## config.mk

```make
export PLATFORM = sky130hd
export DESIGN_NAME = rc4_or_positional_xor_cipher
export DESIGN_NICKNAME = d
export VERILOG_FILES = /design/src/rtl/rc4pxc_pkg.sv /design/src/rtl/rc4pxc_ram.sv /design/src/rtl/rc4pxc_cfg.sv /design/src/rtl/rc4pxc_core.sv /design/src/rtl/rc4_or_positional_xor_cipher.sv
export SDC_FILE = /design/constraint.sdc
export NUM_CORES = 2
export LEC_CHECK = 0
export BUFFER_PORTS_ARGS = -buffer_cell sky130_fd_sc_hd__buf_2
export CAP_MARGIN = 20
export CORE_MARGIN = 8
export CORE_UTILIZATION = 43
export DETAILED_ROUTE_END_ITERATION = 6
export PLACE_DENSITY_LB_ADDON = 0.2
export SLEW_MARGIN = 30
export SYNTH_ARGS = -nofsm -noshare
export SYNTH_HDL_FRONTEND = slang
export SYNTH_HIERARCHICAL = 1
export SYNTH_SLANG_ARGS = --single-unit
```

## constraint.sdc

```tcl
create_clock -name clk -period 10.3 [get_ports clk]
set_input_delay 2.06 -clock clk [delete_from_list [all_inputs] [get_ports clk]]
set_output_delay 2.06 -clock clk [all_outputs]
set_load 0.02 [all_outputs]
```

## src/rtl/rc4pxc_pkg.sv

```systemverilog
`timescale 1ns / 1ps
`default_nettype none
// ----------------------------------------------------------------------------
// rc4pxc_pkg
// Shared types and constants of the RC4 / positional XOR byte cipher.
// ----------------------------------------------------------------------------
package rc4pxc_pkg;

  localparam int BYTE_W            = 8;
  localparam int CFG_IDX_W         = 3;
  localparam int CFG_DATA_W        = 64;
  localparam int WORD_BYTES        = CFG_DATA_W / BYTE_W;
  localparam int LEN_W             = 6;
  localparam int KEY_MAX_BYTES_DEF = 32;
  localparam int SBOX_DEPTH        = 256;
  localparam int SBOX_AW           = 8;

  localparam logic [BYTE_W-1:0] XOR_MASK = 8'hAA;

  // Register indexes of the configuration port
  localparam logic [CFG_IDX_W-1:0] REG_KEY_WORD_0  = 3'd0;
  localparam logic [CFG_IDX_W-1:0] REG_KEY_WORD_1  = 3'd1;
  localparam logic [CFG_IDX_W-1:0] REG_KEY_WORD_2  = 3'd2;
  localparam logic [CFG_IDX_W-1:0] REG_KEY_WORD_3  = 3'd3;
  localparam logic [CFG_IDX_W-1:0] REG_KEY_LENGTH  = 3'd4;
  localparam logic [CFG_IDX_W-1:0] REG_CIPHER_MODE = 3'd5;

  // Mode codes
  localparam logic MODE_XOR = 1'b0;
  localparam logic MODE_RC4 = 1'b1;

  typedef struct packed {
    logic [BYTE_W-1:0] data_in;
    logic              first_of_message;
    logic              last_of_message;
  } in_item_t;

  typedef struct packed {
    logic [BYTE_W-1:0] data_out;
    logic              last_out;
  } out_item_t;

  // Settings seen by the core
  typedef struct packed {
    logic             mode;
    logic [LEN_W-1:0] key_len;   // effective length, 1..KEY_MAX_BYTES
  } cfg_t;

  typedef enum logic [3:0] {
    ST_IDLE,
    ST_XOUT,
    ST_FILL,
    ST_K_RDN,
    ST_K_RDJ,
    ST_K_WRN,
    ST_K_WRJ,
    ST_B_RDI,
    ST_B_RDJ,
    ST_B_SWAP,
    ST_B_FIN
  } state_t;

endpackage

`default_nettype wire

```

## src/rtl/rc4pxc_ram.sv

```systemverilog
`timescale 1ns / 1ps
`default_nettype none
// ----------------------------------------------------------------------------
// rc4pxc_ram
// Generic single-write, single-read RAM with a registered read port.
// ----------------------------------------------------------------------------
module rc4pxc_ram #(
  parameter int WIDTH = 8,
  parameter int DEPTH = 256,
  parameter int AW    = $clog2(DEPTH)
) (
  input  wire logic             clk,
  input  wire logic             wr_en,
  input  wire logic [AW-1:0]    wr_addr,
  input  wire logic [WIDTH-1:0] wr_data,
  input  wire logic             rd_en,
  input  wire logic [AW-1:0]    rd_addr,
  output      logic [WIDTH-1:0] rd_data
);

  logic [WIDTH-1:0] mem [DEPTH];

  always_ff @(posedge clk) begin
    if (wr_en) begin
      mem[wr_addr] <= wr_data;
    end
    if (rd_en) begin
      rd_data <= mem[rd_addr];
    end
  end

endmodule

`default_nettype wire

```

## src/rtl/rc4pxc_cfg.sv

```systemverilog
`timescale 1ns / 1ps
`default_nettype none
// ----------------------------------------------------------------------------
// rc4pxc_cfg
// Configuration registers: key bytes, key length and mode.
// ----------------------------------------------------------------------------
module rc4pxc_cfg #(
  parameter int KEY_MAX_BYTES = rc4pxc_pkg::KEY_MAX_BYTES_DEF
) (
  input  wire logic                                         clk,
  input  wire logic                                         rst,
  input  wire logic                                         cfg_valid,
  input  wire logic [rc4pxc_pkg::CFG_IDX_W-1:0]             cfg_index,
  input  wire logic [rc4pxc_pkg::CFG_DATA_W-1:0]            cfg_data,
  output      logic [KEY_MAX_BYTES-1:0][rc4pxc_pkg::BYTE_W-1:0] key,
  output      rc4pxc_pkg::cfg_t                             cfg
);

  logic [rc4pxc_pkg::LEN_W-1:0] key_length;
  logic                         cipher_mode;

  // Key bytes, each taken from its place in one 64-bit word
  for (genvar b = 0; b < KEY_MAX_BYTES; b++) begin : g_key
    localparam int                              WordIdx = b / rc4pxc_pkg::WORD_BYTES;
    localparam int                              ByteLo  =
      (b % rc4pxc_pkg::WORD_BYTES) * rc4pxc_pkg::BYTE_W;
    localparam logic [rc4pxc_pkg::CFG_IDX_W-1:0] WordCode =
      rc4pxc_pkg::CFG_IDX_W'(WordIdx);

    always_ff @(posedge clk) begin
      if (rst) begin
        key[b] <= '0;
      end else if (cfg_valid && cfg_index == WordCode) begin
        key[b] <= cfg_data[ByteLo +: rc4pxc_pkg::BYTE_W];
      end
    end
  end

  // Length and mode
  always_ff @(posedge clk) begin
    if (rst) begin
      key_length  <= rc4pxc_pkg::LEN_W'(16);
      cipher_mode <= rc4pxc_pkg::MODE_XOR;
    end else if (cfg_valid) begin
      if (cfg_index == rc4pxc_pkg::REG_KEY_LENGTH) begin
        key_length <= cfg_data[rc4pxc_pkg::LEN_W-1:0];
      end
      if (cfg_index == rc4pxc_pkg::REG_CIPHER_MODE) begin
        cipher_mode <= cfg_data[0];
      end
    end
  end

  // Zero length counts as one, long lengths saturate
  always_comb begin
    cfg.mode = cipher_mode;
    if (key_length == '0) begin
      cfg.key_len = rc4pxc_pkg::LEN_W'(1);
    end else if (key_length > rc4pxc_pkg::LEN_W'(KEY_MAX_BYTES)) begin
      cfg.key_len = rc4pxc_pkg::LEN_W'(KEY_MAX_BYTES);
    end else begin
      cfg.key_len = key_length;
    end
  end

endmodule

`default_nettype wire

```

## src/rtl/rc4pxc_core.sv

```systemverilog
`timescale 1ns / 1ps
`default_nettype none
// ----------------------------------------------------------------------------
// rc4pxc_core
// Sequencer and datapath: key schedule and keystream steps on the S-box
// memory, positional XOR path, output register.
// ----------------------------------------------------------------------------
module rc4pxc_core #(
  parameter int KEY_MAX_BYTES = rc4pxc_pkg::KEY_MAX_BYTES_DEF
) (
  input  wire logic                                         clk,
  input  wire logic                                         rst,
  input  wire logic                                         in_valid,
  output      logic                                         in_ready,
  input  wire rc4pxc_pkg::in_item_t                         in_data,
  output      logic                                         out_valid,
  input  wire logic                                         out_ready,
  output      rc4pxc_pkg::out_item_t                        out_data,
  input  wire logic [KEY_MAX_BYTES-1:0][rc4pxc_pkg::BYTE_W-1:0] key,
  input  wire rc4pxc_pkg::cfg_t                             cfg
);

  localparam int KP_W = (KEY_MAX_BYTES > 1) ? $clog2(KEY_MAX_BYTES) : 1;
  localparam int BW   = rc4pxc_pkg::BYTE_W;
  localparam int AW   = rc4pxc_pkg::SBOX_AW;
  localparam int LW   = rc4pxc_pkg::LEN_W;

  rc4pxc_pkg::state_t state, state_next;

  // RAM port signals
  logic          wr_en;
  logic [AW-1:0] wr_addr;
  logic [BW-1:0] wr_data;
  logic          rd_en;
  logic [AW-1:0] rd_addr;
  logic [BW-1:0] rd_data;

  // Working registers
  logic [AW-1:0]   index_i;
  logic [AW-1:0]   index_j;
  logic [KP_W-1:0] key_position;
  logic [BW-1:0]   byte_offset;
  logic [AW-1:0]   ks_n;        // key schedule step
  logic [KP_W-1:0] ks_kp;       // key schedule key index
  logic [BW-1:0]   s_a;         // S[i] (or S[n] in the schedule)
  logic [BW-1:0]   s_b;         // S[j]
  logic            fwd_i;
  logic            fwd_j;
  logic [BW-1:0]   din;
  logic            last_q;
  logic [BW-1:0]   pad;

  logic          accept;
  logic          slot_free;
  logic [BW-1:0] ks_byte;
  logic [AW-1:0] i_inc;
  logic [AW-1:0] j_sum_b;
  logic [AW-1:0] j_sum_k;
  logic [AW-1:0] t_sum;
  logic [KP_W-1:0] kp_eff;
  logic [BW-1:0]   off_eff;
  logic [LW:0]     kp_inc;
  logic [LW:0]     ks_kp_inc;

  rc4pxc_ram #(
    .WIDTH (BW),
    .DEPTH (rc4pxc_pkg::SBOX_DEPTH),
    .AW    (AW)
  ) u_sbox (
    .clk     (clk),
    .wr_en   (wr_en),
    .wr_addr (wr_addr),
    .wr_data (wr_data),
    .rd_en   (rd_en),
    .rd_addr (rd_addr),
    .rd_data (rd_data)
  );

  assign in_ready  = (state == rc4pxc_pkg::ST_IDLE);
  assign accept    = in_valid && in_ready;
  assign slot_free = !out_valid || out_ready;

  // Index arithmetic
  assign i_inc   = index_i + AW'(1);
  assign j_sum_b = index_j + rd_data;
  assign j_sum_k = index_j + rd_data + key[ks_kp];
  assign t_sum   = s_a + rd_data;

  // Keystream byte, with the pending writes to S[i] and S[j] forwarded
  assign ks_byte = fwd_j ? s_a : (fwd_i ? s_b : rd_data);

  // Message position for the item at the input
  always_comb begin
    if (in_data.first_of_message) begin
      kp_eff  = '0;
      off_eff = '0;
    end else begin
      kp_eff  = (LW'(key_position) >= cfg.key_len) ? '0 : key_position;
      off_eff = byte_offset;
    end
    kp_inc    = (LW+1)'(kp_eff) + (LW+1)'(1);
    ks_kp_inc = (LW+1)'(ks_kp) + (LW+1)'(1);
  end

  // State register
  always_ff @(posedge clk) begin
    if (rst) begin
      state <= rc4pxc_pkg::ST_IDLE;
    end else begin
      state <= state_next;
    end
  end

  // Next state and memory controls
  always_comb begin
    state_next = state;
    wr_en      = 1'b0;
    wr_addr    = index_i;
    wr_data    = s_b;
    rd_en      = 1'b0;
    rd_addr    = i_inc;
    unique case (state)
      rc4pxc_pkg::ST_IDLE: begin
        rd_en = 1'b1;
        if (accept) begin
          if (cfg.mode == rc4pxc_pkg::MODE_XOR) begin
            state_next = rc4pxc_pkg::ST_XOUT;
          end else if (in_data.first_of_message) begin
            state_next = rc4pxc_pkg::ST_FILL;
          end else begin
            state_next = rc4pxc_pkg::ST_B_RDJ;
          end
        end
      end
      rc4pxc_pkg::ST_XOUT: begin
        if (slot_free) begin
          state_next = rc4pxc_pkg::ST_IDLE;
        end
      end
      rc4pxc_pkg::ST_FILL: begin
        wr_en   = 1'b1;
        wr_addr = ks_n;
        wr_data = ks_n;
        if (ks_n == '1) begin
          state_next = rc4pxc_pkg::ST_K_RDN;
        end
      end
      rc4pxc_pkg::ST_K_RDN: begin
        rd_en      = 1'b1;
        rd_addr    = ks_n;
        state_next = rc4pxc_pkg::ST_K_RDJ;
      end
      rc4pxc_pkg::ST_K_RDJ: begin
        rd_en      = 1'b1;
        rd_addr    = j_sum_k;
        state_next = rc4pxc_pkg::ST_K_WRN;
      end
      rc4pxc_pkg::ST_K_WRN: begin
        wr_en      = 1'b1;
        wr_addr    = ks_n;
        wr_data    = rd_data;
        state_next = rc4pxc_pkg::ST_K_WRJ;
      end
      rc4pxc_pkg::ST_K_WRJ: begin
        wr_en   = 1'b1;
        wr_addr = index_j;
        wr_data = s_a;
        if (ks_n == '1) begin
          state_next = rc4pxc_pkg::ST_B_RDI;
        end else begin
          state_next = rc4pxc_pkg::ST_K_RDN;
        end
      end
      rc4pxc_pkg::ST_B_RDI: begin
        rd_en      = 1'b1;
        state_next = rc4pxc_pkg::ST_B_RDJ;
      end
      rc4pxc_pkg::ST_B_RDJ: begin
        rd_en      = 1'b1;
        rd_addr    = j_sum_b;
        state_next = rc4pxc_pkg::ST_B_SWAP;
      end
      rc4pxc_pkg::ST_B_SWAP: begin
        // S[i] <= S[j]; read S[S[i] + S[j]] in the same cycle
        wr_en      = 1'b1;
        wr_addr    = index_i;
        wr_data    = rd_data;
        rd_en      = 1'b1;
        rd_addr    = t_sum;
        state_next = rc4pxc_pkg::ST_B_FIN;
      end
      rc4pxc_pkg::ST_B_FIN: begin
        // S[j] <= old S[i]; repeating it while stalled is harmless
        wr_en   = 1'b1;
        wr_addr = index_j;
        wr_data = s_a;
        if (slot_free) begin
          state_next = rc4pxc_pkg::ST_IDLE;
        end
      end
      default: begin
        state_next = rc4pxc_pkg::ST_IDLE;
      end
    endcase
  end

  // Indices and position counters
  always_ff @(posedge clk) begin
    if (rst) begin
      index_i      <= '0;
      index_j      <= '0;
      key_position <= '0;
      byte_offset  <= '0;
      ks_n         <= '0;
      ks_kp        <= '0;
    end else begin
      unique case (state)
        rc4pxc_pkg::ST_IDLE: begin
          if (accept) begin
            key_position <= (kp_inc >= (LW+1)'(cfg.key_len)) ? '0 : kp_inc[KP_W-1:0];
            byte_offset  <= off_eff + BW'(1);
            ks_n         <= '0;
            if (cfg.mode == rc4pxc_pkg::MODE_RC4 && !in_data.first_of_message) begin
              index_i <= i_inc;
            end
          end
        end
        rc4pxc_pkg::ST_FILL: begin
          ks_n <= ks_n + AW'(1);
          if (ks_n == '1) begin
            index_j <= '0;
            ks_kp   <= '0;
          end
        end
        rc4pxc_pkg::ST_K_RDJ: begin
          index_j <= j_sum_k;
        end
        rc4pxc_pkg::ST_K_WRJ: begin
          ks_n  <= ks_n + AW'(1);
          ks_kp <= (ks_kp_inc >= (LW+1)'(cfg.key_len)) ? '0 : ks_kp_inc[KP_W-1:0];
          if (ks_n == '1) begin
            index_i <= '0;
            index_j <= '0;
          end
        end
        rc4pxc_pkg::ST_B_RDI: begin
          index_i <= i_inc;
        end
        rc4pxc_pkg::ST_B_RDJ: begin
          index_j <= j_sum_b;
        end
        default: begin
        end
      endcase
    end
  end

  // Payload registers of the item in flight
  always_ff @(posedge clk) begin
    if (accept) begin
      din    <= in_data.data_in;
      last_q <= in_data.last_of_message;
      pad    <= key[kp_eff] ^ off_eff ^ rc4pxc_pkg::XOR_MASK;
    end
    if (state == rc4pxc_pkg::ST_K_RDJ || state == rc4pxc_pkg::ST_B_RDJ) begin
      s_a <= rd_data;
    end
    if (state == rc4pxc_pkg::ST_B_SWAP) begin
      s_b   <= rd_data;
      fwd_i <= (t_sum == index_i);
      fwd_j <= (t_sum == index_j);
    end
  end

  // Output register
  always_ff @(posedge clk) begin
    if (rst) begin
      out_valid <= 1'b0;
    end else if ((state == rc4pxc_pkg::ST_XOUT || state == rc4pxc_pkg::ST_B_FIN)
                 && slot_free) begin
      out_valid <= 1'b1;
    end else if (out_ready) begin
      out_valid <= 1'b0;
    end
  end

  always_ff @(posedge clk) begin
    if (slot_free) begin
      if (state == rc4pxc_pkg::ST_XOUT) begin
        out_data.data_out <= din ^ pad;
        out_data.last_out <= last_q;
      end else if (state == rc4pxc_pkg::ST_B_FIN) begin
        out_data.data_out <= din ^ ks_byte;
        out_data.last_out <= last_q;
      end
    end
  end

endmodule

`default_nettype wire

```

## src/rtl/rc4_or_positional_xor_cipher.sv

```systemverilog
`timescale 1ns / 1ps
`default_nettype none
// ----------------------------------------------------------------------------
// rc4_or_positional_xor_cipher
// Byte-stream cipher: RC4 keystream or positional XOR, one result per byte.
//
//   channel  signals                          direction  accepted when
//   in       in_valid/in_ready/in_data        to block   in_valid & in_ready
//   out      out_valid/out_ready/out_data     from block out_valid & out_ready
//   cfg      cfg_valid/cfg_ready/cfg_index/   to block   cfg_valid & cfg_ready
//            cfg_data                                    (cfg_ready always 1)
//
// XOR mode: the pad is formed on acceptance and applied at the output. RC4 mode:
// each item runs the read, read, swap-and-read, write sequence on the single S-box memory.
// An RC4 first byte adds the key schedule: an S-box fill, then 256 steps
// of read, read, write, write, then a read of S[i]. Reset is synchronous and
// clears control state; the S-box is undefined until a schedule runs.
// A stalled output holds the block in its last step; the output register
// lets the next item in while a result waits.
// ----------------------------------------------------------------------------
module rc4_or_positional_xor_cipher #(
  parameter int KEY_MAX_BYTES = rc4pxc_pkg::KEY_MAX_BYTES_DEF
) (
  input  wire logic                              clk,
  input  wire logic                              rst,
  input  wire logic                              in_valid,
  output      logic                              in_ready,
  input  wire rc4pxc_pkg::in_item_t              in_data,
  output      logic                              out_valid,
  input  wire logic                              out_ready,
  output      rc4pxc_pkg::out_item_t             out_data,
  input  wire logic                              cfg_valid,
  output      logic                              cfg_ready,
  input  wire logic [rc4pxc_pkg::CFG_IDX_W-1:0]  cfg_index,
  input  wire logic [rc4pxc_pkg::CFG_DATA_W-1:0] cfg_data
);

  logic [KEY_MAX_BYTES-1:0][rc4pxc_pkg::BYTE_W-1:0] key;
  rc4pxc_pkg::cfg_t                                  cfg;

  assign cfg_ready = 1'b1;

  // Configuration registers
  rc4pxc_cfg #(
    .KEY_MAX_BYTES (KEY_MAX_BYTES)
  ) u_cfg (
    .clk       (clk),
    .rst       (rst),
    .cfg_valid (cfg_valid),
    .cfg_index (cfg_index),
    .cfg_data  (cfg_data),
    .key       (key),
    .cfg       (cfg)
  );

  // Cipher datapath
  rc4pxc_core #(
    .KEY_MAX_BYTES (KEY_MAX_BYTES)
  ) u_core (
    .clk       (clk),
    .rst       (rst),
    .in_valid  (in_valid),
    .in_ready  (in_ready),
    .in_data   (in_data),
    .out_valid (out_valid),
    .out_ready (out_ready),
    .out_data  (out_data),
    .key       (key),
    .cfg       (cfg)
  );

endmodule

`default_nettype wire

```

==> impl_metrics.json <==
{
  "cts_buffers": 278,
  "ir_worst_vdd_uv": 128,
  "drt-total-wl_um": 272000,
  "drtIter0Drc": 6201,
  "cp_max_fo": 37,
  "syn_inst": 5895,
  "grt_antenna_before_repair": 4,
  "synth-main-ff-cell": "edfxtp_1",
  "cts_root_buf": "clkbuf_16",
  "slew_headroom_pct": 21.9,
  "fin_nets": 6113,
  "max_clock_freq_ghz": 0.129,
  "yosysUniqueCellTypes": 91,
  "drtPass1Iterations": 6,
  "grt_first_pass_wirelength_um": 395000,
  "chipWidth_um": 500,
  "tns_ps": 0,
  "start_util_pct": 43.3,
  "cts_buffer_depth": 4,
  "drc": 0,
  "cp-start-kind": "flop",
  "critPathRequiredTime_ps": 10930,
  "path_cells": "buf_4 -> mux4_2 -> mux4_2 -> mux2_2 -> ha_1 -> a21oi_1 -> nor2_1 -> nor2_1 -> xnor2_1 -> a22oi_1 -> o21ai_0 -> nor2_1 -> a21oi_4 -> buf_4 -> nor2_4 -> buf_16 -> a22o_1 -> a221oi_1 -> o32ai_1 -> nor3_1 -> nor4_1",
  "multiInputGateArea_um2": 29600,
  "syn_area_per_cell_um2": 17.1,
  "max_stage_delay_ps": 770,
  "core_um2": 233000,
  "drv_slew": 0,
  "postPlaceCellArea_um2": 104000,
  "synth_area_leaders": "edfxtp_1 (63%), mux4_2 (12%), dfxtp_1 (6.2%)",
  "finalHoldViolations": 0,
  "place_inst": 8830,
  "netlist_area_um2": 101000,
  "place_congestion": 0.874,
  "post_cts_buffers": 0,
  "worstPathArrival_ps": 8390,
  "leakage_uw": 0.0375,
  "ys_seq_area_share_pct": 68.7,
  "die_h_um": 500,
  "clk_pin_slew_ps": 60,
  "grt_pass1_vias": 54900,
  "crit_path_top_delay_cell": "dfxtp_4",
  "async_flop_share_pct": 0,
  "syn2layout_area_growth_pct": 12.3,
  "cts.sink_count": 2410,
  "track_usage_pct": 21.1,
  "vias": 55900,
  "synth-edff-count": 2100,
  "syn_nets": 6023,
  "die_area_um2": 250000,
  "setup_viol": 0,
  "clk_latency_ps": 910,
  "dp_hpwl_um": 166000,
  "n_fill_cell": 19400,
  "drtAntennaViolNets": 0,
  "fin_worst_skew_ps": 64.7,
  "rows": 177,
  "period_share_pct": 75.3,
  "hold_path.class": "flop to flop",
  "cts_max_level": 5,
  "ctsHoldBuffers": 0,
  "cap_violations": 0,
  "drive_above_1_share_pct": 20.1,
  "status": "finished, final reports clean",
  "worst_pin_slew_ps": 1160,
  "cts_resized": 0,
  "seqCellArea_um2": 69300,
  "fin_cells": 9309,
  "netlist.area_leader.share_pct": 62.5,
  "min_period_ps": 7760,
  "path_class": "flop to flop",
  "powerDensity_nw_per_um2": 205,
  "io_buffers": 92,
  "grt_overflow": 0,
  "grt_max_degree": 217,
  "cp-end-kind": "flop",
  "ioPinCount": 94,
  "synth.largest_area_cell": "edfxtp_1",
  "stdcell_area_um2": 113000,
  "ys_ff_latch": 2410,
  "tritoncts": "built",
  "cp_common_cell": "nor2_1",
  "vias_per_cell": 6.00,
  "wl_per_cell_um": 29.2,
  "rsz0062_at_grt": "false",
  "yosysWarningCount": 6
}
-- flip-flops by register name, summed over array words and instances (netlist names), 8 cells and up --
register,cells
u_core/byte_offset,8
u_core/u_sbox/mem,2048
u_core/ks_n,8
u_core/index_j,8
u_core/index_i,8
u_core/s_b,8
u_core/u_sbox/rd_data,8
u_core/s_a,8
u_core/din,8
u_cfg/key,256
u_core/out_data,9
u_core/pad,8
-- path summary, 6_finish.rpt --
check        depth (start not counted)                    startpoint  slack, ps                            endpoint
max                                 21  u_core/ks_kp[0]$_SDFFE_PP0P_       2540  u_core/u_sbox/rd_data[5]$_DFFE_PP_
min                                  0       u_core/last_q$_DFFE_PP_        440        u_core/out_data[0]$_DFFE_PP_
max reg2reg                         21  u_core/ks_kp[0]$_SDFFE_PP0P_       2540  u_core/u_sbox/rd_data[5]$_DFFE_PP_
min reg2reg                          0       u_core/last_q$_DFFE_PP_        440        u_core/out_data[0]$_DFFE_PP_
-- layer usage --
layer | wire [um] | part of all wire [%] | GRT usage [%]
met1 | 119000 | 44 | 30.9
met2 | 125000 | 46 | 32.8
met3 | 20800 | 7.6 | 3.97
met4 | 7760 | 2.9 | 5.67
met5 | 0 | 0 | 0
-- report_power, final --
group	internal, uW	switching (uW)	total [uW]	leakage (uW)
registers	10900	144	11100	0.0214
logic	990	1800	2790	0.0119
clock network	5590	3820	9410	0.00422
total	17500	5760	23300	0.0375
-- per-stage QoR --
step / power, uW / worst slack (ps) / hold WS (ps) / utilization [%]
after floorplan: 13200 / 129 / 400 / -
after global placement: 14000 / 2300 / 418 / 44.7
after detailed placement: 14100 / 2490 / 430 / 44.8
after CTS: 23400 / 2480 / 443 / 48.5
after global routing: 23900 / 2170 / 466 / 48.6
final: 23300 / 2540 / 436 / 48.6
-- Yosys cell counts (36+ instances only) --
cell type  instances
a211oi_1          37
a21oi_1          230
a22oi_1          172
buf_1             39
buf_2             68
buf_4             36
clkbuf_1         208
dfxtp_1          310
edfxtp_1        2100
ha_1              43
mux2_2            49
mux2i_1          439
mux4_2           534
nand2_1          150
nand2b_1         344
nand3_1           58
nor2_1           372
nor2b_1           52
nor3_1            48
o21ai_0           95
o221ai_1          49
xnor2_1           44
-- critical path, delay by kind of cell, from the launching register on --
family                     cells  cell delay, ps
muxes                          3            1370
AOI/OAI and AO/OA              7            1880
adders and majority gates      1             340
and+or+nand+nor                6            1280
DFF                            1             770
xor gates and xnor gates       1             200
buffers and inverters          3            1520
-- layout make-up --
| type | count | share of cell area, % |
|---|---|---|
| antenna | 2 | 0.00442 |
| clock buffer | 339 | 6.53 |
| clock inverter | 131 | 1.06 |
| inverter | 29 | 0.0962 |
| multi-input combinational | 3058 | 26.1 |
| sequential | 2410 | 61.2 |
| tap | 3132 | 3.46 |
| timing repair buffer | 208 | 1.54 |
-- cells in the final DEF, fill, tap and decap left out, types with 37 or more instances in the layout --
master,count
a211oi_1,37
a21oi_1,228
a22oi_1,172
buf_2,91
buf_4,83
clkbuf_1,47
clkbuf_16,284
clkinv_1,45
clkinv_2,44
dfxtp_1,307
edfxtp_1,2100
ha_1,43
mux2_2,49
mux2i_1,439
mux4_2,534
nand2_1,149
nand2b_1,344
nand3_1,55
nor2_1,359
nor2b_1,49
nor3_1,48
o21ai_0,95
o221ai_1,47
xnor2_1,44
-- cell families (layout without fill, tap and decap cells) --
family | after synthesis | after routing | synth area share (%)
adder cells (fa/ha/maj) | 46 | 46 | 0.593
AND/OR/NAND/NOR | 1139 | 1139 | 5.75
other | 1 | 3 | 0.00372
AO/OA/AOI/OAI | 776 | 776 | 5.19
multiplexers | 1024 | 1024 | 16.9
XOR/XNOR | 72 | 72 | 0.625
flip-flops | 2410 | 2410 | 68.7
buffers and inverters | 427 | 707 | 2.28
Note: power is estimated with default switching activity, not from simulation.
